File: src/hdl/ahpo_ram.sv
// generic single write port, single read port ram with registered read
`default_nettype none

module ahpo_ram #(
    parameter int WIDTH = 8,
    parameter int DEPTH = 64
) (
    input  wire logic                     aclk,
    input  wire logic                     wr_en,
    input  wire logic [$clog2(DEPTH)-1:0] wr_addr,
    input  wire logic [WIDTH-1:0]         wr_data,
    input  wire logic                     rd_en,
    input  wire logic [$clog2(DEPTH)-1:0] rd_addr,
    output logic      [WIDTH-1:0]         rd_data
);

    logic [WIDTH-1:0] mem [DEPTH];

    // write port
    always_ff @(posedge aclk) begin
        if (wr_en) begin
            mem[wr_addr] <= wr_data;
        end
    end

    // registered read port
    always_ff @(posedge aclk) begin
        if (rd_en) begin
            rd_data <= mem[rd_addr];
        end
    end

endmodule

`default_nettype wire

File: config.mk
export PLATFORM = sky130hd
export DESIGN_NAME = ahpo_ram
export DESIGN_NICKNAME = d
export VERILOG_FILES = /design/src/hdl/ahpo_ram.sv
export SDC_FILE = /design/constraint.sdc
export NUM_CORES = 1
export LEC_CHECK = 0
export BUFFER_PORTS_ARGS = -buffer_cell sky130_fd_sc_hd__buf_2
export CAP_MARGIN = 0
export CORE_MARGIN = 4
export CORE_UTILIZATION = 35
export DETAILED_ROUTE_END_ITERATION = 12
export GPL_TIMING_DRIVEN = 1
export SLEW_MARGIN = 20
export SYNTH_ARGS = -nofsm -noshare
export SYNTH_HDL_FRONTEND = slang
export SYNTH_SLANG_ARGS = --single-unit
export TNS_END_PERCENT = 30
File: constraint.sdc
create_clock -name aclk -period 3.1 [get_ports aclk]
set_input_delay 0.62 -clock aclk [delete_from_list [all_inputs] [get_ports aclk]]
set_output_delay 0.62 -clock aclk [all_outputs]
set_load 0.02 [all_outputs]
# Yosys cells after proc, flatten, opt, wreduce, memory -nomap -nowiden
# Memory sizes are Yosys's and may differ from the RTL's. A register that Yosys moved wholly into a read port is not among the register bits.
# Cells that the tools add are included.
# op_classes
n_mux,2
# op_table
cell,n
1-bit 2-to-1 mux,2
# totals
ff_bits,0
ramBits,512
input_bits,23
wordCells,3
n_memories,1
# memory_table
memory,words,word_bits,rd,rd_clocked_by_memory_dff,write_ports,line,source
mem,64,8,1,1,1,17,logic [WIDTH-1:0] mem [DEPTH];

# Depth between registers and ports, before layout
# depth
word_depth,2
ltp_mapped,9
depth_no_buf,5

# Worst setup path before layout
# Ideal clock, no wire load.
# synth_timing
path_type,input -> register
start,in rd_addr[1]
end,"reg rd_data[3], read port of mem, data pin"
setup_ns,0.266
arrival_ns,2.160
slack_ns,0.674
stages,7
n_path_buf,3
path_cell_list,buf_4 buf_2 buf_2 mux4_2 mux4_2 o21ai_1 o41ai_1
# synth_lines
element,line,source
"start, declared",13,"input wire logic [$clog2(DEPTH)-1:0] rd_addr,"
"end, declared",14,output logic [WIDTH-1:0] rd_data

==> out/results.tsv <==
metric	value	unit
worst-path-buf-inv	3	
drive_above_1_share	32.4	%
ir_worst_vdd	0.000395	V
grt_max_degree	65	
regArea	15600	um2
r2r_slack	0.95	ns
clk_pin_slew	0.06	ns
synthDistinctLibCells	39	
finalSetupViolations	0	
dp_hpwl	30500	um
dr.pass1.iters	9	
rows	87	
wire_per_inst	25.0	um
fin_crit	2.54	ns
post-cts-setup-buffers	0	
min_from	wr_data[5]	
regToRegEndpoint	rd_data[6]	
ioPinCount	31	
syn-num-nets	963	
synth_adder_area_share	0	%
multi_input_area	4320	um2
worstRegToRegCells	5	
hold_viol_final	0	
cts_root_buf	clkbuf_16	
worstPathRequired	3.42	ns
die_area	61800	um2
fin_setup_tns	0	ns
final_nets	1126	
final_common_cell	edfxtp_1	
cp_cell_sequence	clkbuf_8 > buf_4 > buf_4 > mux4_2 > mux2i_1 > o2111ai_1 > nand2_1 > o2bb2ai_1	
worst_pin_slew	0.853	ns
grt.overflow.total	0	
synth_area	20200	um2
holdBufCountCts	0	
num_vias	10036	
synth_edf_count	520	
cp_slowest_cell	mux4_2	
outcome	finished, final reports clean	
reg2reg_from	mem[20][6]	
clock_sinks	520	
detail-route-antenna-nets	0	
die_w	249	um
rsz0062_at_grt	false	
hold_class	in -> reg	
holdWs	0.420	ns
cts_buffers	50	
clk_latency	0.59	ns
max_freq	393	MHz
clock_path_buffers	3	
start_kind	input port	
cp-end-kind	flop	
crit_type	in -> reg	
final_cell_mix	520 x edfxtp_1, 128 x buf_4, 126 x mux4_2	
gr-usage-all-layers	15.4	%
vias_per_cell	5.29	
cap_violations	0	
io_buffers	30	
ys_async_sr_fraction	0	%
path_max_fanout	30	
slew_headroom	43.1	%
ys_warn_count	0	
arrival	2.87	ns
crit_cells	8	
synth_top_family_by_area	multiplexers	
p_per_area	616	nW/um2
drt_iter0_markers	1002	
cts_resized	0	
min_to	mem[26][5]	
synth_cells	940	
core	56800	um2
cts_tree	built	
synth_compound_area_share	2.06	%
yosys_register_bits	520	
synth_mux_area_share	15.9	%
critPathTopFamily	buffers and inverters	
yosys.area.top_type	edfxtp_1	
fillers	4913	
slowest_delay	0.54	ns
yosys.area_share.simple	3.37	%
synthTopCellsByArea	edfxtp_1 77%, mux4_2 14%, nor2_1 1.5%	
antenna_found_initial	3	
die_y	249	um
synth_top_cell_area_share	77.1	%
drv_slew	0	
synth-seq-area-share	77.1	%
synth_area_per_cell	21.5	um2
holdPathStages	1	
wl	47400	um
synthFlopType	edfxtp_1	
crit_top_cell	buf_4	
grt_pass1_vias	10523	
worst_clock_skew	0.0138	ns
final_util	41.8	%
routabilityCongestion	0.798	
area_delta_synth_final	17.3	%
timing.final.crit_share	82.0	%
start_util	35.6	%
htreeDepth	2	
post-route-drc-count	0	
grt_pass1_wl	71100	um
synthXorXnorAreaFrac	0	%
power.leakage	7.58	nW
-- stage by stage --
step / instances / area [um2] / setup slack, ns / power [mW]
floorplan: 940 / 20200 / 0.674 / 8.38
global placement: 1807 / 22100 / -0.0728 / 8.75
detailed placement: 1807 / 22100 / -0.0782 / 8.76
CTS: 1896 / 23700 / 0.538 / 14.8
global route: 1896 / 23800 / 0.355 / 15.1
finish: 1897 / 23800 / 0.557 / 14.6
-- power breakdown --
| part | switching [mW] | internal, mW |
|---|---|---|
| combinational | 0.471 | 0.315 |
| sequential | 0.0194 | 7.80 |
| clock | 2.51 | 3.53 |
-- cells by family after synthesis --
group / Yosys count
compound gates: 54
buf+inv: 51
flops: 520
mux: 162
simple gates: 153
-- routing by layer --
metal  global-route usage, %  vias to the layer above  part of all wire, %
li1                        -                     4268                    -
met1                    21.4                     5299                   42
met2                    24.8                      382                   48
met3                    2.84                       83                  6.9
met4                    4.86                        4                  2.5
met5                       0                        -                0.049
-- cell type report --
class	instances	area share, %
Antenna cell	1	0.0105
Clock buffer	68	5.82
Clock inverter	21	0.980
Multi-Input combinational cell	369	18.2
Sequential cell	520	65.7
Tap cell	756	3.98
Timing Repair Buffer	162	5.30
-- state kept, by name, indices dropped and copies added (netlist names) --
| register | count |
|---|---|
| mem | 512 |
| rd_data | 8 |
-- Yosys cell counts, types with 2 or more instances --
cell type,number
nand3_1,13
a221oi_1,6
a2111oi_0,2
o2111ai_1,3
nand4_1,2
clkbuf_1,17
mux4_2,126
a22oi_1,3
mux2_2,13
nor2_1,83
nor4_1,2
edfxtp_1,520
nand2b_1,7
o2bb2ai_1,3
nand2_1,19
o221a_2,2
o21a_1,2
buf_6,4
o41ai_1,2
buf_4,13
a211oi_1,4
buf_2,11
o21ai_1,2
mux2i_1,23
buf_1,4
o32ai_1,2
o22ai_1,8
nor2b_1,14
a21oi_1,3
buf_12,2
nand3b_1,3
o21ai_0,2
nor3_1,7
o221ai_1,8
-- how the worst max path moves through the flow --
stage / end / slack (ns) / from
final: rd_data[2] / 0.56 / rd_addr[0]
after global routing: rd_data[2] / 0.35 / rd_addr[0]
after CTS: rd_data[2] / 0.54 / rd_addr[0]
after detailed placement: rd_data[2] / -0.08 / rd_addr[0]
after global placement: rd_data[2] / -0.07 / rd_addr[0]
after floorplan: rd_data[3] / 0.67 / rd_addr[1]
-- worst register-to-register path, stage by stage, from the launching register on --
cell	delay, ns
edfxtp_1	0.37
mux4_2	0.46
mux2_2	0.28
o221a_2	0.26
nor3_1	0.37
o32ai_1	0.15
(Power assumes the default switching activity.)
