**config.mk**
```make
export PLATFORM = sky130hd
export DESIGN_NAME = ahpo_query_queue
export DESIGN_NICKNAME = d
export VERILOG_FILES = /design/src/hdl/ahpo_pkg.sv /design/src/hdl/ahpo_query_queue.sv
export SDC_FILE = /design/constraint.sdc
export NUM_CORES = 1
export LEC_CHECK = 0
export BUFFER_PORTS_ARGS = -buffer_cell sky130_fd_sc_hd__buf_4
export CORE_MARGIN = 2
export CORE_UTILIZATION = 47
export DETAILED_ROUTE_END_ITERATION = 16
export GPL_ROUTABILITY_DRIVEN = 1
export GPL_TIMING_DRIVEN = 0
export PLACE_DENSITY = 0.75
export SETUP_SLACK_MARGIN = 0.05
export SYNTH_ARGS = -nofsm -noshare
export SYNTH_HDL_FRONTEND = slang
export SYNTH_SLANG_ARGS = --single-unit
```
**constraint.sdc**
```tcl
create_clock -name aclk -period 7.5 [get_ports aclk]
set_clock_uncertainty 0.05 [all_clocks]
set_input_delay 1.875 -clock aclk [delete_from_list [all_inputs] [get_ports aclk]]
set_output_delay 1.875 -clock aclk [all_outputs]
set_load 0.02 [all_outputs]
```
**src/hdl/ahpo_pkg.sv**
```systemverilog
// shared types and constants for the horizontal push-out unit
`default_nettype none

package ahpo_pkg;

    // table and coordinate sizes
    localparam int MAX_BLOCKS  = 64;
    localparam int COORD_BITS  = 24;
    localparam int EXT_BITS    = COORD_BITS - 2;
    localparam int IDX_BITS    = $clog2(MAX_BLOCKS);
    localparam int CNT_BITS    = $clog2(MAX_BLOCKS + 1);
    localparam int CFG_BITS    = 7;
    localparam int BIDX_BITS   = 6;
    localparam int HIT_BITS    = 6;
    localparam int QUEUE_DEPTH = 2;

    // arithmetic widths
    localparam int SUM_W = COORD_BITS + 1;
    localparam int OV_W  = COORD_BITS + 2;
    localparam int NX_W  = COORD_BITS + 3;

    // request kinds on s_tuser
    localparam logic REQ_WRITE = 1'b0;
    localparam logic REQ_QUERY = 1'b1;

    // input tdata layout, lowest bit first
    localparam int S_BIDX_LO = 0;
    localparam int S_BL_LO   = S_BIDX_LO + BIDX_BITS;
    localparam int S_BT_LO   = S_BL_LO + COORD_BITS;
    localparam int S_BW_LO   = S_BT_LO + COORD_BITS;
    localparam int S_BH_LO   = S_BW_LO + EXT_BITS;
    localparam int S_EL_LO   = S_BH_LO + EXT_BITS;
    localparam int S_ET_LO   = S_EL_LO + COORD_BITS;
    localparam int S_EW_LO   = S_ET_LO + COORD_BITS;
    localparam int S_EH_LO   = S_EW_LO + EXT_BITS;
    localparam int S_EV_LO   = S_EH_LO + EXT_BITS;
    localparam int S_USED    = S_EV_LO + COORD_BITS;
    localparam int S_TDATA_W = ((S_USED + 7) / 8) * 8;

    // output tdata layout, lowest bit first
    localparam int M_NL_LO   = 0;
    localparam int M_NV_LO   = M_NL_LO + COORD_BITS;
    localparam int M_PUSH_B  = M_NV_LO + COORD_BITS;
    localparam int M_DIR_B   = M_PUSH_B + 1;
    localparam int M_HIT_LO  = M_DIR_B + 1;
    localparam int M_USED    = M_HIT_LO + HIT_BITS;
    localparam int M_TDATA_W = ((M_USED + 7) / 8) * 8;

    // push directions
    localparam logic DIR_LEFT  = 1'b0;
    localparam logic DIR_RIGHT = 1'b1;

    // one stored block rectangle
    typedef struct packed {
        logic [EXT_BITS-1:0]          height;
        logic [EXT_BITS-1:0]          width;
        logic signed [COORD_BITS-1:0] top;
        logic signed [COORD_BITS-1:0] left;
    } blk_word_t;

    localparam int BLK_W = $bits(blk_word_t);

    // one queued query with its far edges worked out
    typedef struct packed {
        logic signed [COORD_BITS-1:0] ex;
        logic signed [COORD_BITS-1:0] ey;
        logic signed [SUM_W-1:0]      er;
        logic signed [SUM_W-1:0]      eb;
        logic signed [COORD_BITS-1:0] hvel;
    } query_t;

    // scanner states
    typedef enum logic [1:0] {
        BK_IDLE,
        BK_SCAN,
        BK_FIN
    } back_state_t;

endpackage

`default_nettype wire

```
**src/hdl/ahpo_query_queue.sv**
```systemverilog
// short fifo of pending queries between front end and scanner
`default_nettype none

module ahpo_query_queue (
    input  wire logic             aclk,
    input  wire logic             aresetn,
    input  wire logic             push,
    input  wire ahpo_pkg::query_t push_data,
    input  wire logic             pop,
    output ahpo_pkg::query_t      head,
    output logic                  full,
    output logic                  empty
);

    localparam int PTR_BITS = (ahpo_pkg::QUEUE_DEPTH > 1) ? $clog2(ahpo_pkg::QUEUE_DEPTH) : 1;
    localparam int FILL_BITS = $clog2(ahpo_pkg::QUEUE_DEPTH + 1);

    ahpo_pkg::query_t       slot_reg [ahpo_pkg::QUEUE_DEPTH];
    logic [PTR_BITS-1:0]    wr_ptr_reg, wr_ptr_next;
    logic [PTR_BITS-1:0]    rd_ptr_reg, rd_ptr_next;
    logic [FILL_BITS-1:0]   fill_reg, fill_next;

    assign full  = (int'(fill_reg) == ahpo_pkg::QUEUE_DEPTH);
    assign empty = (fill_reg == '0);
    assign head  = slot_reg[rd_ptr_reg];

    // pointer and fill update
    always_comb begin
        wr_ptr_next = wr_ptr_reg;
        rd_ptr_next = rd_ptr_reg;
        fill_next   = fill_reg;
        if (push) begin
            wr_ptr_next = (int'(wr_ptr_reg) == ahpo_pkg::QUEUE_DEPTH - 1) ? '0
                        : wr_ptr_reg + PTR_BITS'(1);
        end
        if (pop) begin
            rd_ptr_next = (int'(rd_ptr_reg) == ahpo_pkg::QUEUE_DEPTH - 1) ? '0
                        : rd_ptr_reg + PTR_BITS'(1);
        end
        if (push && !pop) begin
            fill_next = fill_reg + FILL_BITS'(1);
        end else if (pop && !push) begin
            fill_next = fill_reg - FILL_BITS'(1);
        end
    end

    always_ff @(posedge aclk) begin
        if (!aresetn) begin
            wr_ptr_reg <= '0;
            rd_ptr_reg <= '0;
            fill_reg   <= '0;
        end else begin
            wr_ptr_reg <= wr_ptr_next;
            rd_ptr_reg <= rd_ptr_next;
            fill_reg   <= fill_next;
        end
    end

    // slot storage
    always_ff @(posedge aclk) begin
        if (push) begin
            slot_reg[wr_ptr_reg] <= push_data;
        end
    end

endmodule

`default_nettype wire

```
======== After elaboration in Yosys (flattened, before gate mapping) ========
Memories as Yosys holds them, arrays and structs flattened. A register that Yosys moved wholly into a read port is not among the register bits.
Cells that the tools add are included.
storage, ports and cells
  word-level logic and storage cells ...... 23
  memories kept ........................... 1
  bits of input ports ..................... 126
  output and inout bits ................... 124
  register bits ........................... 4
  bits in writable memories ............... 244
memories
  name      depth  bits a word  rd ports  clocked after Yosys merged registers in  wr ports  line                    RTL
  slot_reg  2      122          1         1                                        1         ahpo_query_queue.sv:18  ahpo_pkg::query_t slot_reg [ahpo_pkg::QUEUE_DEPTH];
cells by class
  muxes and demuxes ....................... 8
  equal/unequal tests ..................... 1
  reductions and logical operators ........ 6
  $add $sub $neg .......................... 4
operator list
  cell                                               count
  two-way mux 1 bit                                  6
  two-way mux 2 bit                                  2
  adder 1 bit (second input constant)                2
  adder 2 x 1 -> 2 bit (second input constant)       1
  == test 2 bit (second input constant)              1
  logical AND 1 bit                                  2
  zero test 1 bit                                    2
  zero test 2 bit                                    1
  nonzero test 2 bit                                 1
  subtractor 2 x 1 -> 2 bit (second input constant)  1

======== Depth between registers and ports, before layout ========
  depth in word-level cells ............... 4
  depth in mapped cells ................... 5
  mapped depth without buffers ............ 5

======== Worst setup path before layout ========
No wires, ideal clock.
  kind .................................... input-to-reg
  start ................................... in push
  end ..................................... mem slot_reg[0][0] in the netlist's numbering (enable)
  arrival ................................. 7.198 ns
  cell stages on the path ................. 1
  library setup time ...................... 0.619 ns
  buffers on the path ..................... 0
  required time ........................... 6.831 ns
  slack ................................... -0.367 ns
  cells stage by stage .................... nor2b_1
between the ends
  longest elaborated chain between the ends .. 2
ends and longest elaborated chain
  item                                     line                    RTL
  start: declaration                       ahpo_query_queue.sv:7   input wire logic push,
  two-way mux 1 bit                        ahpo_query_queue.sv:61  if (push) begin
  two-way mux 1 bit (not written as such)  ahpo_query_queue.sv:62  slot_reg[wr_ptr_reg] <= push_data;
  end: declaration                         ahpo_query_queue.sv:18
No other way between the ends.

==> results.json <==
{
  "syn_area_per_cell_um2": 23.3,
  "whs_ps": 486,
  "fill_cells": 1413,
  "hpwl_um": 12200,
  "synth.distinct_cells": 18,
  "drive_gt1_frac": 0.609,
  "synth_seq_cells": 249,
  "cp_data_arrival_time_ps": 1810,
  "routed_via_density": 4.83,
  "cts_setup_buffers": 0,
  "fp.coreArea_mm2": 0.0195,
  "syn_to_final_growth_pct": 32.6,
  "maxSlewHeadroom": 0.351,
  "ctsHoldBuffers": 0,
  "numCtsBuffers": 25,
  "dieArea_mm2": 0.0210,
  "criticalPathCategory": "register to primary output",
  "ant_nets": 0,
  "slew_viol_final": 0,
  "finalHoldViolCount": 0,
  "ir_worst_vdd_mv": 0.173,
  "timing.final.crit_period_ps": 3740,
  "status": "completed",
  "hold_depth": 2,
  "drc": 0,
  "fmax_mhz": 268,
  "start_util": 0.479,
  "syn-num-nets": 529,
  "finalSetupTns_ps": 0,
  "worstHoldStart": "fill_reg[1]",
  "critPathCaptureType": "primary output",
  "max_cap_violations": 0,
  "cts_sinks": 249,
  "rsz0062_at_grt": "false",
  "synth_warnings": 0,
  "grt_usage": 0.160,
  "io_buffers": 249,
  "diodes": 0,
  "routabilityCongestion": 0.740,
  "ys_seq_area_frac": 0.794,
  "cp_max_fo": 10,
  "die_width_um": 145,
  "r2r_start": "wr_ptr_reg",
  "grt_max_degree": 64,
  "cts-resized-gates": 0,
  "hold_path.class": "register to register",
  "netlist_area_mm2": 0.00935,
  "postSynthCellCount": 402,
  "die_h_um": 145,
  "power_density_mw_per_mm2": 260,
  "cp-start-kind": "register",
  "ff2ff_setup_slack_ps": 5440,
  "min_to": "fill_reg[1]",
  "rows": 51,
  "final_nets": 809,
  "first_global_vias": 5014,
  "drt_iter0_drc": 189,
  "grt_pass1_wl_um": 26800,
  "cts-htree-levels": 1,
  "p_leak_uw": 0.00483,
  "io_pins": 250,
  "antenna_found_initial": 0,
  "setup_viol_count_final": 0,
  "tightest_slew_ps": 971,
  "dr.pass1.iters": 4,
  "cts_tree": "done",
  "wire_per_inst_um": 18.2,
  "largest_register_ffs": 244,
  "period_share": 0.498,
  "finalWirelength_um": 17500,
  "r2r_end": "slot_reg[0][80]",
  "cts_buffer_depth": 3,
  "rr_worst_depth": 3,
  "clkLatencyLatePin_ps": 510,
  "num_vias": 4648,
  "cts.clk_slew.worst_paths_ps": 60,
  "required_ps": 5580,
  "grt-ovfl-total": 0,
  "cts-root-buf": "clkbuf_16"
}
## synthesized netlist by cell type
| master | instances | area [um^2] |
|---|---|---|
| edfxtp_1 | 244 | 7330 |
| mux2_4 | 80 | 1200 |
| mux2_2 | 42 | 473 |
| buf_6 | 9 | 101 |
| dfxtp_1 | 5 | 100 |
| and2_1 | 4 | 25.0 |
| buf_2 | 4 | 20.0 |
| nor2b_1 | 3 | 18.8 |
| xor2_1 | 2 | 17.5 |
| a21boi_1 | 1 | 7.51 |
| buf_8 | 1 | 15.0 |
| ha_1 | 1 | 12.5 |
| inv_1 | 1 | 3.75 |
| nor2_1 | 1 | 3.75 |
| o21a_1 | 1 | 7.51 |
| o21ai_0 | 1 | 5.00 |
| or3_1 | 1 | 6.26 |
| xnor2_1 | 1 | 8.76 |
## cell usage in the layout (no fill, tap or decap), drive strengths merged, types with 2 or more instances in the layout
cell type,count
buf,267
edfxtp,244
mux2,122
clkbuf,35
clkinv,7
dfxtp,5
and2,4
nor2b,3
xor2,2
inv,2
## per-stage QoR
step                      area [um^2]  cells  power [uW]  utilization  setup slack, ps
final                           12400    963        3220        0.635             3760
after global routing            12400    963        3350        0.635             3690
after CTS                       12400    963        3270        0.635             3710
after detailed placement        11700    920        2130        0.597             3730
after global placement          11600    916        2120        0.592              302
after floorplan                  9360    402        1930            -             1940
## metal layers
metal	GRT usage	vias up	part of all wire
li1	-	2157	-
met1	0.197	2271	0.40
met2	0.272	189	0.50
met3	0.0528	31	0.085
met4	0.0431	0	0.021
met5	0	-	0
## cell families (layout without fill, tap and decap cells)
logic type                 Yosys count  after routing  share of synthesized area
DFF                                249            249                      0.794
muxes                              122            122                      0.179
AOI/OAI and AO/OA                    3              3                    0.00214
and+or+nand+nor                      9              9                    0.00575
xor gates and xnor gates             3              3                    0.00281
adders and majority gates            1              1                    0.00134
buffers and inverters               15            311                     0.0150
## final cells by class
| class | count | area [um^2] | share of cell area |
|---|---|---|---|
| flip-flops and latches | 249 | 7430 | 0.599 |
| repair buffers | 253 | 1960 | 0.158 |
| multi-input cells | 138 | 1800 | 0.145 |
| clock buffers | 35 | 703 | 0.0567 |
| well taps | 265 | 332 | 0.0267 |
| plain buffers | 14 | 136 | 0.0110 |
| clock inverters | 8 | 47.5 | 0.00383 |
| inverters | 1 | 3.75 | 0.000303 |
## power breakdown
group	switching (uW)	internal (uW)	total (uW)	leakage [uW]
Sequential	18.4	1610	1630	0.00233
Combinational	231	241	471	0.00213
Clock	475	651	1130	0.000369
Total	724	2500	3220	0.00483
## critical path: stages (launching register included)
cell and delay [ps]:
dfxtp_1 320, buf_6 120, buf_8 170, buf_6 200, mux2_4 320, buf_4 160
## worst max path at each step
stage                  start         endpoint  slack, ps
finish              register         head[29]       3760
CTS                 register         head[29]       3710
global route        register         head[82]       3690
global placement        push  slot_reg[0][72]        300
floorplan               push   slot_reg[0][0]       1940
detailed placement      push  slot_reg[0][80]       3730
(Power assumes the default switching activity.)
