`src/hdl/ahpo_pkg.sv`:
```
// shared types and constants for the horizontal push-out unit
`default_nettype none

package ahpo_pkg;

    // table and coordinate sizes
    localparam int MAX_BLOCKS  = 64;
    localparam int COORD_BITS  = 24;
    localparam int EXT_BITS    = COORD_BITS - 2;
    localparam int IDX_BITS    = $clog2(MAX_BLOCKS);
    localparam int CNT_BITS    = $clog2(MAX_BLOCKS + 1);
    localparam int CFG_BITS    = 7;
    localparam int BIDX_BITS   = 6;
    localparam int HIT_BITS    = 6;
    localparam int QUEUE_DEPTH = 2;

    // arithmetic widths
    localparam int SUM_W = COORD_BITS + 1;
    localparam int OV_W  = COORD_BITS + 2;
    localparam int NX_W  = COORD_BITS + 3;

    // request kinds on s_tuser
    localparam logic REQ_WRITE = 1'b0;
    localparam logic REQ_QUERY = 1'b1;

    // input tdata layout, lowest bit first
    localparam int S_BIDX_LO = 0;
    localparam int S_BL_LO   = S_BIDX_LO + BIDX_BITS;
    localparam int S_BT_LO   = S_BL_LO + COORD_BITS;
    localparam int S_BW_LO   = S_BT_LO + COORD_BITS;
    localparam int S_BH_LO   = S_BW_LO + EXT_BITS;
    localparam int S_EL_LO   = S_BH_LO + EXT_BITS;
    localparam int S_ET_LO   = S_EL_LO + COORD_BITS;
    localparam int S_EW_LO   = S_ET_LO + COORD_BITS;
    localparam int S_EH_LO   = S_EW_LO + EXT_BITS;
    localparam int S_EV_LO   = S_EH_LO + EXT_BITS;
    localparam int S_USED    = S_EV_LO + COORD_BITS;
    localparam int S_TDATA_W = ((S_USED + 7) / 8) * 8;

    // output tdata layout, lowest bit first
    localparam int M_NL_LO   = 0;
    localparam int M_NV_LO   = M_NL_LO + COORD_BITS;
    localparam int M_PUSH_B  = M_NV_LO + COORD_BITS;
    localparam int M_DIR_B   = M_PUSH_B + 1;
    localparam int M_HIT_LO  = M_DIR_B + 1;
    localparam int M_USED    = M_HIT_LO + HIT_BITS;
    localparam int M_TDATA_W = ((M_USED + 7) / 8) * 8;

    // push directions
    localparam logic DIR_LEFT  = 1'b0;
    localparam logic DIR_RIGHT = 1'b1;

    // one stored block rectangle
    typedef struct packed {
        logic [EXT_BITS-1:0]          height;
        logic [EXT_BITS-1:0]          width;
        logic signed [COORD_BITS-1:0] top;
        logic signed [COORD_BITS-1:0] left;
    } blk_word_t;

    localparam int BLK_W = $bits(blk_word_t);

    // one queued query with its far edges worked out
    typedef struct packed {
        logic signed [COORD_BITS-1:0] ex;
        logic signed [COORD_BITS-1:0] ey;
        logic signed [SUM_W-1:0]      er;
        logic signed [SUM_W-1:0]      eb;
        logic signed [COORD_BITS-1:0] hvel;
    } query_t;

    // scanner states
    typedef enum logic [1:0] {
        BK_IDLE,
        BK_SCAN,
        BK_FIN
    } back_state_t;

endpackage

`default_nettype wire

```
`src/hdl/ahpo_front.sv`:
```
// front end: takes requests, stores blocks, turns queries into queue entries
`default_nettype none

module ahpo_front (
    input  wire logic                                 s_tvalid,
    output logic                                      s_tready,
    input  wire logic [ahpo_pkg::S_TDATA_W-1:0]       s_tdata,
    input  wire logic                                 s_tuser,
    input  wire logic                                 q_full,
    input  wire logic                                 q_empty,
    input  wire logic                                 back_busy,
    output logic                                      q_push,
    output ahpo_pkg::query_t                          q_desc,
    output logic                                      wr_en,
    output logic [ahpo_pkg::IDX_BITS-1:0]             wr_addr,
    output ahpo_pkg::blk_word_t                       wr_data
);

    logic [ahpo_pkg::BIDX_BITS-1:0]         bidx;
    logic signed [ahpo_pkg::COORD_BITS-1:0] ex;
    logic signed [ahpo_pkg::COORD_BITS-1:0] ey;
    logic [ahpo_pkg::EXT_BITS-1:0]          ew;
    logic [ahpo_pkg::EXT_BITS-1:0]          eh;
    logic                                   is_query;
    logic                                   accept;

    // field extraction
    assign bidx = s_tdata[ahpo_pkg::S_BIDX_LO +: ahpo_pkg::BIDX_BITS];
    assign ex   = signed'(s_tdata[ahpo_pkg::S_EL_LO +: ahpo_pkg::COORD_BITS]);
    assign ey   = signed'(s_tdata[ahpo_pkg::S_ET_LO +: ahpo_pkg::COORD_BITS]);
    assign ew   = s_tdata[ahpo_pkg::S_EW_LO +: ahpo_pkg::EXT_BITS];
    assign eh   = s_tdata[ahpo_pkg::S_EH_LO +: ahpo_pkg::EXT_BITS];

    // queries wait for queue room; writes wait until no query is pending
    assign is_query = (s_tuser == ahpo_pkg::REQ_QUERY);
    assign s_tready = is_query ? !q_full : (q_empty && !back_busy);
    assign accept   = s_tvalid && s_tready;

    // block store, out-of-range indexes dropped
    assign wr_en   = accept && !is_query && (int'(bidx) < ahpo_pkg::MAX_BLOCKS);
    assign wr_addr = ahpo_pkg::IDX_BITS'(bidx);
    assign wr_data.left   = signed'(s_tdata[ahpo_pkg::S_BL_LO +: ahpo_pkg::COORD_BITS]);
    assign wr_data.top    = signed'(s_tdata[ahpo_pkg::S_BT_LO +: ahpo_pkg::COORD_BITS]);
    assign wr_data.width  = s_tdata[ahpo_pkg::S_BW_LO +: ahpo_pkg::EXT_BITS];
    assign wr_data.height = s_tdata[ahpo_pkg::S_BH_LO +: ahpo_pkg::EXT_BITS];

    // query entry with right and bottom edges
    assign q_push    = accept && is_query;
    assign q_desc.ex = ex;
    assign q_desc.ey = ey;
    assign q_desc.er = ahpo_pkg::SUM_W'(ex)
                     + ahpo_pkg::SUM_W'({1'b0, ew});
    assign q_desc.eb = ahpo_pkg::SUM_W'(ey)
                     + ahpo_pkg::SUM_W'({1'b0, eh});
    assign q_desc.hvel = signed'(s_tdata[ahpo_pkg::S_EV_LO +: ahpo_pkg::COORD_BITS]);

endmodule

`default_nettype wire

```
`config.mk`:
```
export PLATFORM = sky130hd
export DESIGN_NAME = ahpo_front
export DESIGN_NICKNAME = d
export VERILOG_FILES = /design/src/hdl/ahpo_pkg.sv /design/src/hdl/ahpo_front.sv
export SDC_FILE = /design/constraint.sdc
export NUM_CORES = 1
export LEC_CHECK = 0
export BUFFER_PORTS_ARGS = -buffer_cell sky130_fd_sc_hd__buf_2
export CAP_MARGIN = 20
export CORE_AREA = 2 2 174 176
export DETAILED_ROUTE_END_ITERATION = 10
export DIE_AREA = 0 0 176 178
export GPL_TIMING_DRIVEN = 0
export PLACE_DENSITY = 0.4
export SYNTH_ARGS = -nofsm -noshare
export SYNTH_HDL_FRONTEND = slang
export SYNTH_SLANG_ARGS = --single-unit
```
`constraint.sdc`:
```
create_clock -name vclk -period 5.5
set_input_delay 1.1 -clock vclk [all_inputs]
set_output_delay 1.1 -clock vclk [all_outputs]
set_load 0.005 [all_outputs]
```
# [Word level (Yosys, flattened, before mapping)]
# Cells that the tools add are included.
[op_classes] addsub=2 mux=1 n_reduce_logical=7
[op_table] op="adder 24 x 23 -> 25 bit" n=2
[op_table] op="logical AND 1 bit" n=4
[op_table] op="logical NOT 1 bit" n=3
[op_table] op="two-way mux 1 bit" n=1
[totals] ff_bits=0 inputBits=221 output_inout_bits=223 word_cells=10

# [Depth between registers and ports, before layout]
# Gate-level depths: netlist of run 1.
[depth] ltp_word=5 mapped_depth=9 depth_no_buf=9

# [Worst setup path after synthesis of run 1]
# Ideal clock, no wire load.
[synth_timing] path_kind="input to output" startpoint="input s_tdata[122] (netlist bit)" endpoint="output q_desc[38] (netlist bit)" arrival_ps=3054 required_time_ps=4400 setup_slack_ps=1346 cell_stages=9 path_buffers=0 cell_sequence="ha_1 > fa_1 > a21oi_1 > o21ai_1 > a21oi_2 > o31ai_1 > or4_1 > a31oi_1 > xnor2_1"
[synth_rtl] element="start: declaration" line_no="ahpo_front.sv:7" source="input wire logic [ahpo_pkg::S_TDATA_W-1:0] s_tdata,"
[synth_rtl] element="end: declaration" line_no="ahpo_front.sv:13" source="output ahpo_pkg::query_t q_desc,"

==> impl_metrics.tcl, run 1 <==
set metrics [dict create \
    outcome "completed" \
    hold_path_end "q_desc[6]" \
    p_leak_nw 3.15 \
    wire_per_inst_um 11.0 \
    grt_pass1_vias 3907 \
    fin_area_um2 5600 \
    floorplan.die.width_um 176 \
    dr.pass1.iters 4 \
    drv_cap 0 \
    synth-xor-area-share_pct 10.5 \
    gp_congestion 0.772 \
    synthesis.area_um2 3510 \
    layout-drive-gt1-share_pct 63.0 \
    synth-compound-area-share_pct 22.6 \
    nNetsFinal 1068 \
    power_frac_seq_pct 0 \
    timing.critical_path.required_ns 4.40 \
    crit_fanout 4 \
    hold_ws_ns 2.37 \
    globalRouteOverflowTotal 0 \
    tns_ns 0 \
    layout_overhead_on_the_synthesized_area_pct 59.5 \
    synth_mux_area_share_pct 0 \
    floorplan.rows 63 \
    timing.critical_path.from_type "input port" \
    drt-initial-drc-count 104 \
    critPathTopFamily "compound AO/OA/AOI/OAI gates" \
    cellInternalPower_mw 0.310 \
    finalMaxSlewViolations 0 \
    rsz0062_at_grt "no" \
    worst_slew_pin_tran_ns 0.570 \
    worst_slew_margin_rel_pct 61.7 \
    worstSetupPathType "in2out" \
    ys_types 48 \
    timing.hold.worst.start "s_tdata[196]" \
    pin_count_of_the_biggest_net_entering_global_routing 9 \
    worst_path_most_repeated_cell "sky130_fd_sc_hd__buf_2" \
    pin_count 444 \
    number_of_inserted_filler_cells_in_the_final_layout 3394 \
    hold_depth 2 \
    finish.utilization_pct 19.1 \
    seq_cell_count 0 \
    crit_path_top_delay_cell "sky130_fd_sc_hd__or4_1" \
    syn-instance-count 479 \
    critical_path.max_stage_delay_ns 0.43 \
    via_per_inst 3.50 \
    worst_hold_path_type "in2out" \
    cts-resized-gates 0 \
    placed_area_um2 5600 \
    global_route_wire_length_before_repair_mm 19.0 \
    die_y_um 178 \
    final_common_cell "sky130_fd_sc_hd__buf_2" \
    power_switching_mw 0.262 \
    grt_use_total_pct 7.29 \
    p_sw_share_pct 45.9 \
    initial_core_util_pct 12.0 \
    detail_route.wirelength_mm 13.1 \
    num_vias 4157 \
    ir_worst_vdd_v 0.0000395 \
    path_cells "buf_2, ha_1, fa_1, a21oi_1, o21ai_1, a21oi_2, o31ai_1, or4_1, a31oi_1, xnor2_1, buf_2" \
    critPathArrivalTime_ns 3.57 \
    report.final.hold_viol_count 0 \
    maxClockFrequency_mhz 214 \
    power_per_cell_area_nw_per_um2 102 \
    port_buffers 320 \
    critPathBufInv 2 \
    seq_area_frac_synth_pct 0 \
    core-area_um2 29400 \
    critical_path_endpoint_category "primary output" \
    yosysWarningCount 0 \
    post_synth.cell_area_avg_um2 7.34 \
    seq_area_um2 0 \
    diodes 0 \
    clock_power_share_pct 0 \
    post-cts-setup-buffers 0 \
    dp.final_hpwl_mm 12.2 \
    ant_nets 0 \
    synth-adder-area-share_pct 16.8 \
    share_comb_of_total_power_pct 100.0 \
    synth_simple_gate_area_share_pct 11.7 \
    mostFrequentLayoutCells "sky130_fd_sc_hd__buf_2, sky130_fd_sc_hd__buf_4, sky130_fd_sc_hd__ha_1" \
    total_power_mw 0.572 \
    layout.clock_buffers 0 \
    synth_nets 746 \
    min_period_over_period_pct 84.9 \
    die-area_um2 31300 \
    synth_top_family_by_area "buffers and inverters" \
    finalWorstPathRequiredPeriod_ns 4.67 \
    setup-violations-final 0 \
    post-route-drc-count 0 \
    antenna_found_initial 0 \
    holdBufCountCts 0 \
]
## per-layer routing
layer  routed length [µm]  track usage [%]  vias to the layer above
li1                     -                -                     2141
met1                 4710             8.17                     1774
met2                 7190             15.3                      242
met3                 1160            0.895                        0
met4                    0                0                        0
met5                    0                0                        -
## cell families after synthesis
kind of cell,count (synthesis)
buf+inv,189
xor+xnor,42
fa+ha+maj,46
compound gates,119
simple gates,83
## area by class of cell
cell class	count	area [µm²]	share of cell area (%)
tap	390	488	8.71
inverter	13	48.8	0.871
buffer	176	1300	23.2
multi-input combinational	290	2170	38.6
timing repair buffer	320	1600	28.6
## power by group through the flow
stage	Clock [mW]	Sequential, mW	Combinational [mW]
2_1_floorplan	0	0	0.343
3_3_place_gp	0	0	0.585
3_5_place_dp	0	0	0.581
4_1_cts	0	0	0.585
5_1_grt	0	0	0.640
6_report	0	0	0.572
## worst max-delay path by stage
stage | startpoint | endpoint | slack [ns] | cells after the start
3_5_place_dp | s_tdata[122] | q_desc[38] | 0.80 | 11
4_1_cts | s_tdata[122] | q_desc[38] | 0.79 | 11
2_1_floorplan | s_tdata[122] | q_desc[38] | 1.35 | 9
5_1_grt | s_tdata[122] | q_desc[44] | 0.58 | 11
3_3_place_gp | s_tdata[122] | q_desc[38] | 0.76 | 11
6_report | s_tdata[122] | q_desc[38] | 0.83 | 11
## metrics by stage
step	instances	worst slack [ns]
floorplan	479	1.35
global placement	1189	0.757
detailed placement	1189	0.797
CTS	1189	0.786
global route	1189	0.584
finish	1189	0.832
## synthesized netlist by cell type (4+ instances only)
library cell               instances  share of area, %
sky130_fd_sc_hd__nand2_1          21               2.2
sky130_fd_sc_hd__xnor2_1          28               7.0
sky130_fd_sc_hd__nand4_1           6               1.1
sky130_fd_sc_hd__o21a_1            6               1.3
sky130_fd_sc_hd__a21o_1           21               4.5
sky130_fd_sc_hd__nand3_1           9               1.3
sky130_fd_sc_hd__buf_4           170                36
sky130_fd_sc_hd__xor2_1           14               3.5
sky130_fd_sc_hd__a31oi_1           4              0.71
sky130_fd_sc_hd__nor2_1           21               2.2
sky130_fd_sc_hd__nand2b_1          4              0.71
sky130_fd_sc_hd__ha_1             44                16
sky130_fd_sc_hd__and3_1            4              0.71
sky130_fd_sc_hd__o21ai_0          17               2.4
sky130_fd_sc_hd__nor3_1            6              0.85
sky130_fd_sc_hd__a21oi_1          33               4.7
sky130_fd_sc_hd__a21oi_2           4               1.0
sky130_fd_sc_hd__o21ai_1           4              0.57
sky130_fd_sc_hd__clkbuf_1          5              0.53
sky130_fd_sc_hd__a211oi_1          6               1.3
sky130_fd_sc_hd__inv_1            13               1.4
(Power assumes the default switching activity.)
==> run 2, diff against run 1 <==
Settings changed: ABC_AREA from default to 1, CORE_AREA 2 2 174 176 to 2 2 175 177, DIE_AREA 0 0 176 178 to 0 0 177 179, PLACE_DENSITY 0.4 to 0.45.
Clock period 5.5 ns to 4.5 ns, I/O delays scaled along.
==> run 2 against run 1 <==
  * Synthesized cell count is 91% higher
  * Critical path depth did not move
  * Sequential share of layout area stayed put
  * Combinational power increased by 42%
  * Count of clock-buffer cells in the layout unchanged
  * Area after synthesis increased by 38%
  * Cell area increased by 24%
  * Sequential cell count unchanged
==> impl_metrics.tcl, run 2 <==
set metrics [dict create \
    setup-violations-final 0 \
    mostFrequentLayoutCells "sky130_fd_sc_hd__nand2_1, sky130_fd_sc_hd__buf_2, sky130_fd_sc_hd__inv_1, sky130_fd_sc_hd__buf_4, sky130_fd_sc_hd__nor2_1" \
    post_synth.cell_area_avg_um2 5.31 \
    ant_nets 0 \
    initial_core_util_pct 16.1 \
    cts-resized-gates 0 \
    pin_count_of_the_biggest_net_entering_global_routing 7 \
    finalWorstPathRequiredPeriod_ns 3.62 \
    yosysMostFrequentCell "sky130_fd_sc_hd__nand2_1" \
    drv_cap 0 \
    nNetsFinal 1502 \
    global_route_wire_length_before_repair_mm 25.5 \
    critical_path_endpoint_category "primary output" \
    worst_slew_pin_tran_ns 0.287 \
    finish.utilization_pct 23.1 \
    dp.final_hpwl_mm 16.1 \
    syn-instance-count 913 \
    synthesis.area_um2 4850 \
    worstSetupPathType "in2out" \
    port_buffers 320 \
    tns_ns 0 \
    met2_usage_pct 20.1 \
    timing.critical_path.from_type "input port" \
    globalRouteOverflowTotal 0 \
    worst_hold_path_type "in2out" \
    layout-drive-gt1-share_pct 42.4 \
    outcome "completed" \
    die_y_um 179 \
    timing.hold.worst.start "s_tdata[207]" \
    power_per_cell_area_nw_per_um2 117 \
    pin_count 444 \
    grt_busiest_layer "met2" \
    synth_largest_area_cell "sky130_fd_sc_hd__buf_4" \
    synth_top_area_share_pct 26.3 \
    hold_depth 2 \
    gp_congestion 0.840 \
    post-cts-setup-buffers 0 \
    startpoint "s_tdata[122]" \
    finalMaxSlewViolations 0 \
    synth_nets 1180 \
    seq_cell_count 0 \
    post-route-drc-count 0 \
    synth_common_cells "sky130_fd_sc_hd__nand2_1, sky130_fd_sc_hd__buf_4, sky130_fd_sc_hd__inv_1" \
    p_leak_nw 4.57 \
    grtUsageMet3_pct 0.700 \
    final_common_cell "sky130_fd_sc_hd__nand2_1" \
    number_of_inserted_filler_cells_in_the_final_layout 3515 \
    floorplan.die.width_um 177 \
    report.final.hold_viol_count 0 \
    min_period_over_period_pct 80.4 \
    grt_util_met1_pct 11.6 \
    grt_pass1_vias 5431 \
    crit_fanout 4 \
    timing.critical_path.required_ns 3.60 \
    worst_slew_margin_rel_pct 80.7 \
    wire_per_inst_um 10.7 \
    ys_types 20 \
    critPathArrivalTime_ns 2.72 \
    die-area_um2 31700 \
    antenna_found_initial 0 \
    via_per_inst 3.71 \
    grt_use_total_pct 9.88 \
    core-area_um2 30000 \
    drt-initial-drc-count 248 \
    floorplan.rows 64 \
    seq_area_frac_synth_pct 0 \
    synthTopCellsByArea "sky130_fd_sc_hd__buf_4, sky130_fd_sc_hd__nand2_1, sky130_fd_sc_hd__inv_1, sky130_fd_sc_hd__ha_1, sky130_fd_sc_hd__nand3_1" \
    maxClockFrequency_mhz 276 \
    ir_worst_vdd_v 0.0000533 \
    holdBufCountCts 0 \
    yosysWarningCount 0 \
    num_vias 6036 \
    diodes 0 \
    rsz0062_at_grt "no" \
    seq_area_um2 0 \
    detail_route.wirelength_mm 17.4 \
    layout.clock_buffers 0 \
    layout_overhead_on_the_synthesized_area_pct 43.2 \
    dr.pass1.iters 4 \
]
## run 2: cell types whose count changed after synthesis, sizes merged, moves of 6 or more
cell | previous run | this run
nand2 | 21 | 344
inv | 13 | 170
nor2 | 21 | 66
nand3 | 9 | 48
xnor2 | 28 | 1
a21o | 21 | 0
o21ai | 22 | 1
a21oi | 37 | 22
xor2 | 14 | 21
a211oi | 6 | 0
nand4 | 6 | 12
o21a | 6 | 0
## run 2: logic make-up (layout without fill, tap and decap cells)
family,count (synthesis),after routing,synth area share (%)
and+or+nand+nor,482,482,42.0
buffers and inverters,340,660,39.5
adders and majority gates,46,46,12.2
AOI/OAI and AO/OA,23,23,2.37
xor gates and xnor gates,22,22,3.97
## run 2: final cells by class
cell class / count / area [µm²] / share of cell area, %
tap: 396 / 495 / 7.13
multi-input combinational: 573 / 2940 / 42.3
buffer: 170 / 1280 / 18.4
timing repair buffer: 320 / 1600 / 23.1
inverter: 170 / 638 / 9.19
## run 2: final timing paths
kind / end / slack, ns
setup / recovery: q_desc[48] / 0.88
hold / removal: q_desc[17] / 1.96
## run 2: per-layer routing
| metal | wire, µm | up-vias |
|---|---|---|
| met5 | 0 | - |
| met4 | 87 | 0 |
| met3 | 1220 | 6 |
| met2 | 9100 | 251 |
| met1 | 6960 | 2578 |
| li1 | - | 3201 |
## run 2: report_power, final
part	internal, mW	switching, mW
clock network	0	0
logic	0.380	0.433
registers	0	0
## run 2: metrics by stage
stage          instances  power (mW)  setup WS (ns)  area [µm²]  hold slack [ns]
5_1_grt             1629       0.924          0.772        6950             1.97
3_5_place_dp        1629       0.824          0.857        6950             1.97
6_report            1629       0.813          0.880        6950             1.96
2_1_floorplan        913       0.496           1.48        4850             1.84
4_1_cts             1629       0.829          0.854        6950             1.97
3_3_place_gp        1629       0.825          0.858        6950             1.97
## run 2: critical path, cell delays in order
cell and delay (ns):
sky130_fd_sc_hd__buf_2 0.11, sky130_fd_sc_hd__ha_1 0.27, sky130_fd_sc_hd__fa_1 0.47, sky130_fd_sc_hd__nand2_1 0.10, sky130_fd_sc_hd__nand2_1 0.08, sky130_fd_sc_hd__nand4_1 0.08
sky130_fd_sc_hd__nand3_1 0.22, sky130_fd_sc_hd__nand2_1 0.13, sky130_fd_sc_hd__nand3_1 0.08, sky130_fd_sc_hd__nor2_1 0.13, sky130_fd_sc_hd__buf_2 0.14
