[src/hdl/ahpo_pkg.sv]
// shared types and constants for the horizontal push-out unit
`default_nettype none

package ahpo_pkg;

    // table and coordinate sizes
    localparam int MAX_BLOCKS  = 64;
    localparam int COORD_BITS  = 24;
    localparam int EXT_BITS    = COORD_BITS - 2;
    localparam int IDX_BITS    = $clog2(MAX_BLOCKS);
    localparam int CNT_BITS    = $clog2(MAX_BLOCKS + 1);
    localparam int CFG_BITS    = 7;
    localparam int BIDX_BITS   = 6;
    localparam int HIT_BITS    = 6;
    localparam int QUEUE_DEPTH = 2;

    // arithmetic widths
    localparam int SUM_W = COORD_BITS + 1;
    localparam int OV_W  = COORD_BITS + 2;
    localparam int NX_W  = COORD_BITS + 3;

    // request kinds on s_tuser
    localparam logic REQ_WRITE = 1'b0;
    localparam logic REQ_QUERY = 1'b1;

    // input tdata layout, lowest bit first
    localparam int S_BIDX_LO = 0;
    localparam int S_BL_LO   = S_BIDX_LO + BIDX_BITS;
    localparam int S_BT_LO   = S_BL_LO + COORD_BITS;
    localparam int S_BW_LO   = S_BT_LO + COORD_BITS;
    localparam int S_BH_LO   = S_BW_LO + EXT_BITS;
    localparam int S_EL_LO   = S_BH_LO + EXT_BITS;
    localparam int S_ET_LO   = S_EL_LO + COORD_BITS;
    localparam int S_EW_LO   = S_ET_LO + COORD_BITS;
    localparam int S_EH_LO   = S_EW_LO + EXT_BITS;
    localparam int S_EV_LO   = S_EH_LO + EXT_BITS;
    localparam int S_USED    = S_EV_LO + COORD_BITS;
    localparam int S_TDATA_W = ((S_USED + 7) / 8) * 8;

    // output tdata layout, lowest bit first
    localparam int M_NL_LO   = 0;
    localparam int M_NV_LO   = M_NL_LO + COORD_BITS;
    localparam int M_PUSH_B  = M_NV_LO + COORD_BITS;
    localparam int M_DIR_B   = M_PUSH_B + 1;
    localparam int M_HIT_LO  = M_DIR_B + 1;
    localparam int M_USED    = M_HIT_LO + HIT_BITS;
    localparam int M_TDATA_W = ((M_USED + 7) / 8) * 8;

    // push directions
    localparam logic DIR_LEFT  = 1'b0;
    localparam logic DIR_RIGHT = 1'b1;

    // one stored block rectangle
    typedef struct packed {
        logic [EXT_BITS-1:0]          height;
        logic [EXT_BITS-1:0]          width;
        logic signed [COORD_BITS-1:0] top;
        logic signed [COORD_BITS-1:0] left;
    } blk_word_t;

    localparam int BLK_W = $bits(blk_word_t);

    // one queued query with its far edges worked out
    typedef struct packed {
        logic signed [COORD_BITS-1:0] ex;
        logic signed [COORD_BITS-1:0] ey;
        logic signed [SUM_W-1:0]      er;
        logic signed [SUM_W-1:0]      eb;
        logic signed [COORD_BITS-1:0] hvel;
    } query_t;

    // scanner states
    typedef enum logic [1:0] {
        BK_IDLE,
        BK_SCAN,
        BK_FIN
    } back_state_t;

endpackage

`default_nettype wire

[src/hdl/ahpo_back.sv]
// scanner: walks the block table for one query and builds the result
`default_nettype none

module ahpo_back (
    input  wire logic                                aclk,
    input  wire logic                                aresetn,
    input  wire logic                                cfg_valid,
    output logic                                     cfg_ready,
    input  wire logic [ahpo_pkg::CFG_BITS-1:0]       cfg_data,
    input  wire logic                                q_empty,
    input  wire ahpo_pkg::query_t                    q_head,
    output logic                                     q_pop,
    output logic                                     back_busy,
    output logic                                     rd_en,
    output logic [ahpo_pkg::IDX_BITS-1:0]            rd_addr,
    input  wire ahpo_pkg::blk_word_t                 rd_data,
    output logic                                     m_tvalid,
    input  wire logic                                m_tready,
    output logic [ahpo_pkg::M_TDATA_W-1:0]           m_tdata
);

    localparam int SW = ahpo_pkg::SUM_W;
    localparam int OW = ahpo_pkg::OV_W;
    localparam int NW = ahpo_pkg::NX_W;
    localparam int CW = ahpo_pkg::COORD_BITS;
    localparam int IW = ahpo_pkg::IDX_BITS;
    localparam int KW = ahpo_pkg::CNT_BITS;
    localparam logic signed [NW-1:0] SAT_HI = NW'((2 ** (CW - 1)) - 1);
    localparam logic signed [NW-1:0] SAT_LO = -SAT_HI - NW'(1);

    ahpo_pkg::back_state_t state_reg, state_next;

    logic [ahpo_pkg::CFG_BITS-1:0] active_reg;
    ahpo_pkg::query_t              qry_reg;
    logic [KW-1:0]                 cnt_reg;
    logic [KW-1:0]                 idx_reg, idx_next;

    // pipeline valids and indexes
    logic          p0_v_reg, sa_v_reg, sb_v_reg;
    logic [IW-1:0] p0_idx_reg, sa_idx_reg, sb_idx_reg;

    // stage a: far edges and near-side penetrations
    logic signed [SW-1:0] sa_br_reg, sa_bb_reg;
    logic signed [OW-1:0] sa_ovl_reg, sa_ovt_reg;
    // stage b: all four penetrations
    logic signed [OW-1:0] sb_ovl_reg, sb_ovr_reg, sb_ovt_reg, sb_ovb_reg;

    // latched hit
    logic                 found_reg;
    logic                 dir_reg;
    logic signed [OW-1:0] hov_reg;
    logic [IW-1:0]        hit_idx_reg;

    logic                  m_tvalid_reg;
    logic [ahpo_pkg::M_TDATA_W-1:0] m_tdata_reg;
    logic [ahpo_pkg::M_TDATA_W-1:0] m_tdata_next;

    // control
    logic                 issue;
    logic                 start;
    logic                 load_out;
    logic                 drained;
    logic                 hit_now;
    logic                 go_left;
    logic signed [OW-1:0] hov, vov;
    logic                 overlap;
    logic signed [SW-1:0] bl_w, bt_w;
    logic [KW-1:0]        cnt_clamped;
    logic signed [NW-1:0] nx;
    logic signed [CW-1:0] nx_sat;

    // config register: the user must write it only while idle; the block does not enforce it
    assign cfg_ready = 1'b1;
    always_ff @(posedge aclk) begin
        if (!aresetn) begin
            active_reg <= '0;
        end else if (cfg_valid) begin
            active_reg <= cfg_data;
        end
    end

    assign cnt_clamped = (int'(active_reg) > ahpo_pkg::MAX_BLOCKS)
                       ? KW'(ahpo_pkg::MAX_BLOCKS) : KW'(active_reg);

    // stage c decision on registered penetrations
    assign overlap = !sb_ovl_reg[OW-1] && (sb_ovl_reg != '0)
                  && !sb_ovr_reg[OW-1] && (sb_ovr_reg != '0)
                  && !sb_ovt_reg[OW-1] && (sb_ovt_reg != '0)
                  && !sb_ovb_reg[OW-1] && (sb_ovb_reg != '0);
    assign go_left = sb_ovl_reg < sb_ovr_reg;
    assign hov     = go_left ? sb_ovl_reg : sb_ovr_reg;
    assign vov     = (sb_ovt_reg < sb_ovb_reg) ? sb_ovt_reg : sb_ovb_reg;
    assign hit_now = (state_reg == ahpo_pkg::BK_SCAN) && sb_v_reg && overlap && (hov < vov);

    assign drained = (idx_reg >= cnt_reg) && !p0_v_reg && !sa_v_reg && !sb_v_reg;

    // next state
    always_comb begin
        state_next = state_reg;
        unique case (state_reg)
            ahpo_pkg::BK_IDLE: begin
                if (!q_empty) begin
                    state_next = ahpo_pkg::BK_SCAN;
                end
            end
            ahpo_pkg::BK_SCAN: begin
                if (hit_now || drained) begin
                    state_next = ahpo_pkg::BK_FIN;
                end
            end
            ahpo_pkg::BK_FIN: begin
                if (!m_tvalid_reg || m_tready) begin
                    state_next = ahpo_pkg::BK_IDLE;
                end
            end
            default: state_next = ahpo_pkg::BK_IDLE;
        endcase
    end

    // control outputs
    always_comb begin
        start     = 1'b0;
        issue     = 1'b0;
        load_out  = 1'b0;
        back_busy = 1'b0;
        unique case (state_reg)
            ahpo_pkg::BK_IDLE: begin
                start = !q_empty;
            end
            ahpo_pkg::BK_SCAN: begin
                back_busy = 1'b1;
                issue     = (idx_reg < cnt_reg) && !hit_now;
            end
            ahpo_pkg::BK_FIN: begin
                load_out = !m_tvalid_reg || m_tready;
            end
            default: begin
                start = 1'b0;
            end
        endcase
    end

    assign q_pop   = start;
    assign rd_en   = issue;
    assign rd_addr = idx_reg[IW-1:0];
    assign idx_next = issue ? idx_reg + KW'(1) : idx_reg;

    always_ff @(posedge aclk) begin
        if (!aresetn) begin
            state_reg <= ahpo_pkg::BK_IDLE;
            p0_v_reg  <= 1'b0;
            sa_v_reg  <= 1'b0;
            sb_v_reg  <= 1'b0;
            found_reg <= 1'b0;
        end else begin
            state_reg <= state_next;
            p0_v_reg  <= issue;
            sa_v_reg  <= p0_v_reg && !hit_now;
            sb_v_reg  <= sa_v_reg && !hit_now;
            if (start) begin
                found_reg <= 1'b0;
            end else if (hit_now) begin
                found_reg <= 1'b1;
            end
        end
    end

    // query load and scan index
    always_ff @(posedge aclk) begin
        if (start) begin
            qry_reg <= q_head;
            cnt_reg <= cnt_clamped;
            idx_reg <= '0;
        end else begin
            idx_reg <= idx_next;
        end
    end

    // stage a from ram data
    assign bl_w = SW'(rd_data.left);
    assign bt_w = SW'(rd_data.top);
    always_ff @(posedge aclk) begin
        p0_idx_reg <= idx_reg[IW-1:0];
        sa_idx_reg <= p0_idx_reg;
        sb_idx_reg <= sa_idx_reg;
        sa_br_reg  <= bl_w + SW'({1'b0, rd_data.width});
        sa_bb_reg  <= bt_w + SW'({1'b0, rd_data.height});
        sa_ovl_reg <= OW'(qry_reg.er) - OW'(bl_w);
        sa_ovt_reg <= OW'(qry_reg.eb) - OW'(bt_w);
    end

    // stage b: far-side penetrations
    always_ff @(posedge aclk) begin
        sb_ovl_reg <= sa_ovl_reg;
        sb_ovt_reg <= sa_ovt_reg;
        sb_ovr_reg <= OW'(sa_br_reg) - OW'(qry_reg.ex);
        sb_ovb_reg <= OW'(sa_bb_reg) - OW'(qry_reg.ey);
    end

    // first hit wins
    always_ff @(posedge aclk) begin
        if (hit_now) begin
            dir_reg     <= go_left ? ahpo_pkg::DIR_LEFT : ahpo_pkg::DIR_RIGHT;
            hov_reg     <= hov;
            hit_idx_reg <= sb_idx_reg;
        end
    end

    // pushed position with saturation
    assign nx = (dir_reg == ahpo_pkg::DIR_LEFT)
              ? NW'(qry_reg.ex) - NW'(hov_reg)
              : NW'(qry_reg.ex) + NW'(hov_reg);
    always_comb begin
        priority if (nx > SAT_HI) begin
            nx_sat = SAT_HI[CW-1:0];
        end else if (nx < SAT_LO) begin
            nx_sat = SAT_LO[CW-1:0];
        end else begin
            nx_sat = nx[CW-1:0];
        end
    end

    // output register
    always_ff @(posedge aclk) begin
        if (!aresetn) begin
            m_tvalid_reg <= 1'b0;
        end else if (load_out) begin
            m_tvalid_reg <= 1'b1;
        end else if (m_tready) begin
            m_tvalid_reg <= 1'b0;
        end
    end

    // result word
    always_comb begin
        m_tdata_next = '0;
        m_tdata_next[ahpo_pkg::M_NL_LO +: CW] = found_reg ? nx_sat : qry_reg.ex;
        m_tdata_next[ahpo_pkg::M_NV_LO +: CW] = found_reg ? '0 : qry_reg.hvel;
        m_tdata_next[ahpo_pkg::M_PUSH_B]      = found_reg;
        m_tdata_next[ahpo_pkg::M_DIR_B]       = found_reg && dir_reg;
        m_tdata_next[ahpo_pkg::M_HIT_LO +: ahpo_pkg::HIT_BITS] =
            found_reg ? ahpo_pkg::HIT_BITS'(hit_idx_reg) : '0;
    end

    always_ff @(posedge aclk) begin
        if (load_out) begin
            m_tdata_reg <= m_tdata_next;
        end
    end

    assign m_tvalid = m_tvalid_reg;
    assign m_tdata  = m_tdata_reg;

endmodule

`default_nettype wire

[config.mk]
export PLATFORM = sky130hd
export DESIGN_NAME = ahpo_back
export DESIGN_NICKNAME = d
export VERILOG_FILES = /design/src/hdl/ahpo_pkg.sv /design/src/hdl/ahpo_back.sv
export SDC_FILE = /design/constraint.sdc
export NUM_CORES = 1
export LEC_CHECK = 0
export BUFFER_PORTS_ARGS = -buffer_cell sky130_fd_sc_hd__clkbuf_2
export CORE_ASPECT_RATIO = 1.2
export CORE_MARGIN = 4
export CORE_UTILIZATION = 50
export CTS_CLUSTER_DIAMETER = 30
export DETAILED_ROUTE_END_ITERATION = 6
export PLACE_DENSITY = 0.73
export SYNTH_ARGS = -nofsm -noshare
export SYNTH_HDL_FRONTEND = slang
export SYNTH_SLANG_ARGS = --single-unit
[constraint.sdc]
create_clock -name aclk -period 10.55 [get_ports aclk]
set_input_delay 0.5275 -clock aclk [delete_from_list [all_inputs] [get_ports aclk]]
set_output_delay 0.5275 -clock aclk [all_outputs]
set_load 0.02 [all_outputs]
Yosys cells after proc, flatten, opt, wreduce, memory -nomap -nowiden
Cells that the tools add are included. Widths: inputs -> output; s select.

Flip-flop bits (word level): 463. Input bits: 226. Output and inout bits: 67. Logic and storage cells: 108.

Add/subtract/negate cells: 9. Magnitude comparators: 8. Equality and inequality tests: 5. Muxes and demuxes: 17. Bitwise logic cells: 1. Reductions and logical operators: 37.

Operators by type and width (number): $reduce_bool 26->1 (4); $sub 25x24->26 (4); $lt 26x26->1 (3); $mux 24 (3); $mux 26 (2); $add 24x23->25 (2); $add 24x26->27 (1); $gt 27x24->1 const B (1); $lt 27x24->1 const B (1); $mux 27 (1); $sub 24x26->27 (1); $logic_and 1x1->1 (17); $logic_not 1->1 (10); $add 7x1->7 const B (1); $ge 7x7->1 (1); $gt 7x7->1 const B (1); $lt 7x7->1 (1); $mux 1 (7); $mux 2 (3); $pmux 2 s3 (1); $ne 2x2->1 const B (2); $reduce_and 3->1 (1); $eq 2x1->1 const B (1); $eq 2x2->1 const B (1); other kinds (6) (7).

Depth between registers and ports, before layout
Depth after elaboration: 13. Gate-level depth with buffers: 24. Mapped depth without buffers: 22.

Least setup slack after synthesis
No wires, ideal clock.

Path type: reg-to-reg. Start point: register sb_ovr_reg[25]. End point: register dir_reg, enable pin. Library setup time: 0.506 ns. Arrival time: 7.463 ns. Data required time: 10.044 ns. Path slack: 2.580 ns. Stages on the path, launching flop included: 21. Path buffers: 2. Clock period less this slack: 7.970 ns. Cells stage by stage: dfxtp_1 inv_1 ha_1 buf_6 nand4_4 nor4_2 a21oi_1 a21oi_1 clkbuf_1 mux2_2 ha_1 a21o_1 a21o_1 a21o_1 a21o_1 a21o_1 a21oi_1 o21ai_0 a21oi_4 xor2_1 nor4_1.

Elaborated cells between the ends (all ways): 13. Classes of those cells: 2 x order compare; 1 x mux; 10 x reduce/logical.

RTL lines: start, declared (RTL line ahpo_back.sv:46) `logic signed [OW-1:0] sb_ovl_reg, sb_ovr_reg, sb_ovt_reg, sb_ovb_reg;`; start signal, assigned (RTL line ahpo_back.sv:196) `sb_ovr_reg <= OW'(sa_br_reg) - OW'(qry_reg.ex);`; $lt 26x26->1 (RTL line ahpo_back.sv:90) `assign go_left = sb_ovl_reg < sb_ovr_reg;`; $mux 26 (RTL line ahpo_back.sv:91) `assign hov = go_left ? sb_ovl_reg : sb_ovr_reg;`; named net hov[11] (RTL line ahpo_back.sv:65) `logic signed [OW-1:0] hov, vov;`; $lt 26x26->1 (RTL line ahpo_back.sv:93) `assign hit_now = (state_reg == ahpo_pkg::BK_SCAN) && sb_v_reg && overlap && (hov < vov);`; $logic_and 1x1->1 (RTL line ahpo_back.sv:93); named net hit_now (RTL line ahpo_back.sv:63) `logic hit_now;`; end signal, assigned (RTL line ahpo_back.sv:203) `dir_reg <= go_left ? ahpo_pkg::DIR_LEFT : ahpo_pkg::DIR_RIGHT;`; end, declared (RTL line ahpo_back.sv:50) `logic dir_reg;`.

The timed path passes the listed nets, and every way through them passes these cells. A chain may end at the register's enable or synchronous reset.

Worst setup path in the final report
Start point: register sb_ovb_reg[25]. End point: output rd_en.

Longest elaborated chain between the ends: 8. Elaborated cells between the ends (all ways): 12. Classes of those cells: 2 x order compare; 2 x mux; 8 x reduce/logical.

Ends and longest elaborated chain: start, declared (RTL line ahpo_back.sv:46); start signal, assigned (RTL line ahpo_back.sv:197) `sb_ovb_reg <= OW'(sa_bb_reg) - OW'(qry_reg.ey);`; parallel branches: the longest is 4 deep, another holds $lt 26x26->1; $logic_and 1x1->1 (*) (RTL line ahpo_back.sv:93); $logic_not 1->1 (*) (RTL line ahpo_back.sv:132) `issue = (idx_reg < cnt_reg) && !hit_now;`; $logic_and 1x1->1 (*) (RTL line ahpo_back.sv:132); $mux 1 (*) (RTL line ahpo_back.sv:126) `unique case (state_reg)`; end, declared (RTL line ahpo_back.sv:14) `output logic rd_en,`.

Every way passes the cells marked *.

==> results.txt <==
Synth Flop Type -> dfxtp_1
cts repair resizes -> 0
Internal Power -> 5.18 mW
flip-flop count of the largest register after layout -> 122
Die X-Extent -> 207 um
die height -> 247 um
Power, Total -> 7.75 mW
gr usage total -> 22.7%
routed vias -> 18,000
Netlist Area Pre-Place -> 23,900 um2
# diodes -> 0
non-filler cells, final -> 3,347
I/O pin count -> 293
ys async rst share -> 0%
Post-Syn Nets -> 2,772
hold_ws -> 0.0752 ns
clock sink count -> 463
startpoint types -> flip-flop
maximum number of pins on one net before global-route repair -> 89
Initial Util -> 50.6%
Tmin final -> 7.39 ns
Worst Skew -> 0.0134 ns
CTS tree -> built
initial antenna violation count -> 2
first-pass GRT wire length -> 94,200 um
Root Driver -> clkbuf_16
sequential standard cell area -> 11,500 um2
drt total wl -> 59,100 um
Multi-input gate area -> 11,500 um2
Post-Syn Instances -> 2,285
Skew-Pair Late Insertion Delay -> 0.62 ns
initial DRC count -> 781
Comb pwr share -> 30.0%
P&R area growth vs syn -> 22.6%
placed instance count -> 3,172
post-DP HPWL -> 45,700 um
Longest Clk Path Bufs -> 3
most frequent cells in the layout -> clkbuf_2 (291), ha_1 (254), dfxtp_1 (244)
Worst Setup End Kind -> primary output
Die ar. -> 51,300 um2
postcts setup bufs -> 0
Power Dens Cells -> 265 nW/um2
drt first pass iters -> 6
Ys Warns -> 0
number of vias per cell -> 5.37
Clock power frac -> 37.7%
CTS clk-pin slew, worst paths -> 0.05 ns
total gr overflow -> 0
CTS Buf Count -> 93
gpl congestion -> 0.911
setup TNS -> 0 ns
Hold Path Class -> input pin to flip-flop
hold buffer count at cts -> 0
drt drc -> 0
commonest non-fill, non-tap cell in the layout -> clkbuf_2
core area -> 47,100 um2
Worst Path Required -> 10.02 ns
Leak -> 13.2 nW
sequential area share after synthesis -> 48.0%
Sw Pwr -> 2.57 mW
worst-margin pin slew -> 1.01 ns
setup violators final -> 0
Synth Area per Inst -> 10.4 um2
max-slew violation count -> 0
crit path max fanout -> 35
Final Util -> 62.0%
layout cells sized above 1 -> 18.9%
Crit Path Class -> flip-flop to primary output
Slew HR -> 30.7%
Final ANT Viol Nets -> 0
Netlist cell types -> 75
Tcrit/Tclk final -> 70.1%
worst vdd ir -> 0.124 mV
Fin. Hold Viols -> 0
fin nets -> 3,131
vias in the first global route -> 18,800
RSZ-0062 raised after global routing -> false
htree depth -> 3
crit path DAT -> 6.86 ns
post-synthesis register bit count -> 463
filler cell count -> 3,812
Post-synth EDFFs -> 218
Port Buffer Count -> 291
status -> finished clean
switching share of power -> 33.2%
wire per inst -> 17.7 um
MaxCap Viol Count -> 0
maximum clock rate -> 0.135 GHz
Reg power frac -> 32.3%
FP Rows -> 87
[metrics by stage]
step	cell area [um2]	worst slack [ns]
2_1_floorplan	23900	2.58
3_3_place_gp	26000	3.87
3_5_place_dp	26000	3.80
4_1_cts	29200	3.11
5_1_grt	29200	2.66
6_report	29200	3.16
[cell families after synthesis]
group,synth area share (%)
adders and majority gates,13.9
other,0.0157
muxes,1.67
and+or+nand+nor,11.9
AOI/OAI and AO/OA,14.3
buffers and inverters,4.17
xor gates and xnor gates,6.09
DFF,48.0
[metal layers]
metal / track usage, % / wire length [um]
met5: 0 / 29
met4: 10.9 / 2480
met3: 3.97 / 2750
met2: 42.0 / 30300
met1: 25.5 / 23500
[synth_stat cells, drive strengths merged, types with 7 or more instances]
cell       n  area share, %
xnor2    110            4.0
o211ai    14           0.44
a41oi      7           0.26
or2        7           0.18
buf       11           0.33
nand2b    23           0.60
a2111oi    7           0.26
nand2     93            1.5
or3       22           0.58
a21o      66            2.1
a31oi     17           0.45
inv      219            3.4
and2      16           0.42
mux2      27            1.3
fa         7           0.59
o31ai      9           0.28
nand4     22           0.64
nor4      30           0.81
a21boi     9           0.28
and4      10           0.37
xor2      56            2.1
ha       254             13
clkbuf    25           0.39
mux2i      9           0.38
nand3     39           0.82
o21ai     89            1.9
and3      16           0.42
a211oi    19           0.60
nor3      44           0.92
edfxtp   218             27
nor2b     60            1.6
o21bai    12           0.42
o21a      35            1.1
a21oi    205            4.3
nor2     171            2.7
dfxtp    245             21
[final timing paths]
kind	end	from	cells past startpoint	slack (ns)
worst max-delay path	rd_en	sb_ovb_reg[25]	23	3.16
worst min-delay path	qry_reg[39]	q_head[39]	1	0.08
worst max register to register	idx_reg[6]	sb_ovb_reg[25]	23	4.20
worst min register to register	sb_ovl_reg[13]	sa_ovl_reg[13]	0	0.31
[critical path, cell delays in order, from the launching register on]
cell and delay (ns):
dfxtp_1 0.35, inv_1 0.07, ha_1 0.44, nand4_1 0.20, nor4_1 0.59, nand4_1 0.15, a21oi_1 0.21, nor2_1 0.12
xnor2_2 0.58, buf_4 0.44, nor2_1 0.07, a21oi_1 0.13, ha_1 0.26, a21o_1 0.19, a21o_1 0.17, a21o_1 0.17
a21o_1 0.17, a21o_1 0.17, a21oi_1 0.10, o21ai_0 0.14, a21oi_4 0.26, mux2i_1 0.87, nor2_1 0.17, clkbuf_2 0.21
[cell type report]
class                           count  area share, %
Clock inverter                     73           2.65
Timing Repair Buffer              300           5.21
Tap cell                          623           2.67
Sequential cell                   463           39.2
Inverter                          219           2.83
Multi-Input combinational cell   1567           39.2
Clock buffer                      102           8.29
[power groups by stage]
stage          Combinational [mW]  Clock (mW)  Sequential (mW)
6_report                     2.32        2.92             2.50
5_1_grt                      2.63        3.08             2.53
4_1_cts                      2.34        2.98             2.50
3_5_place_dp                 2.31           0             2.53
3_3_place_gp                 2.26           0             2.53
2_1_floorplan                1.71           0             2.45
(Power assumes the default switching activity.)
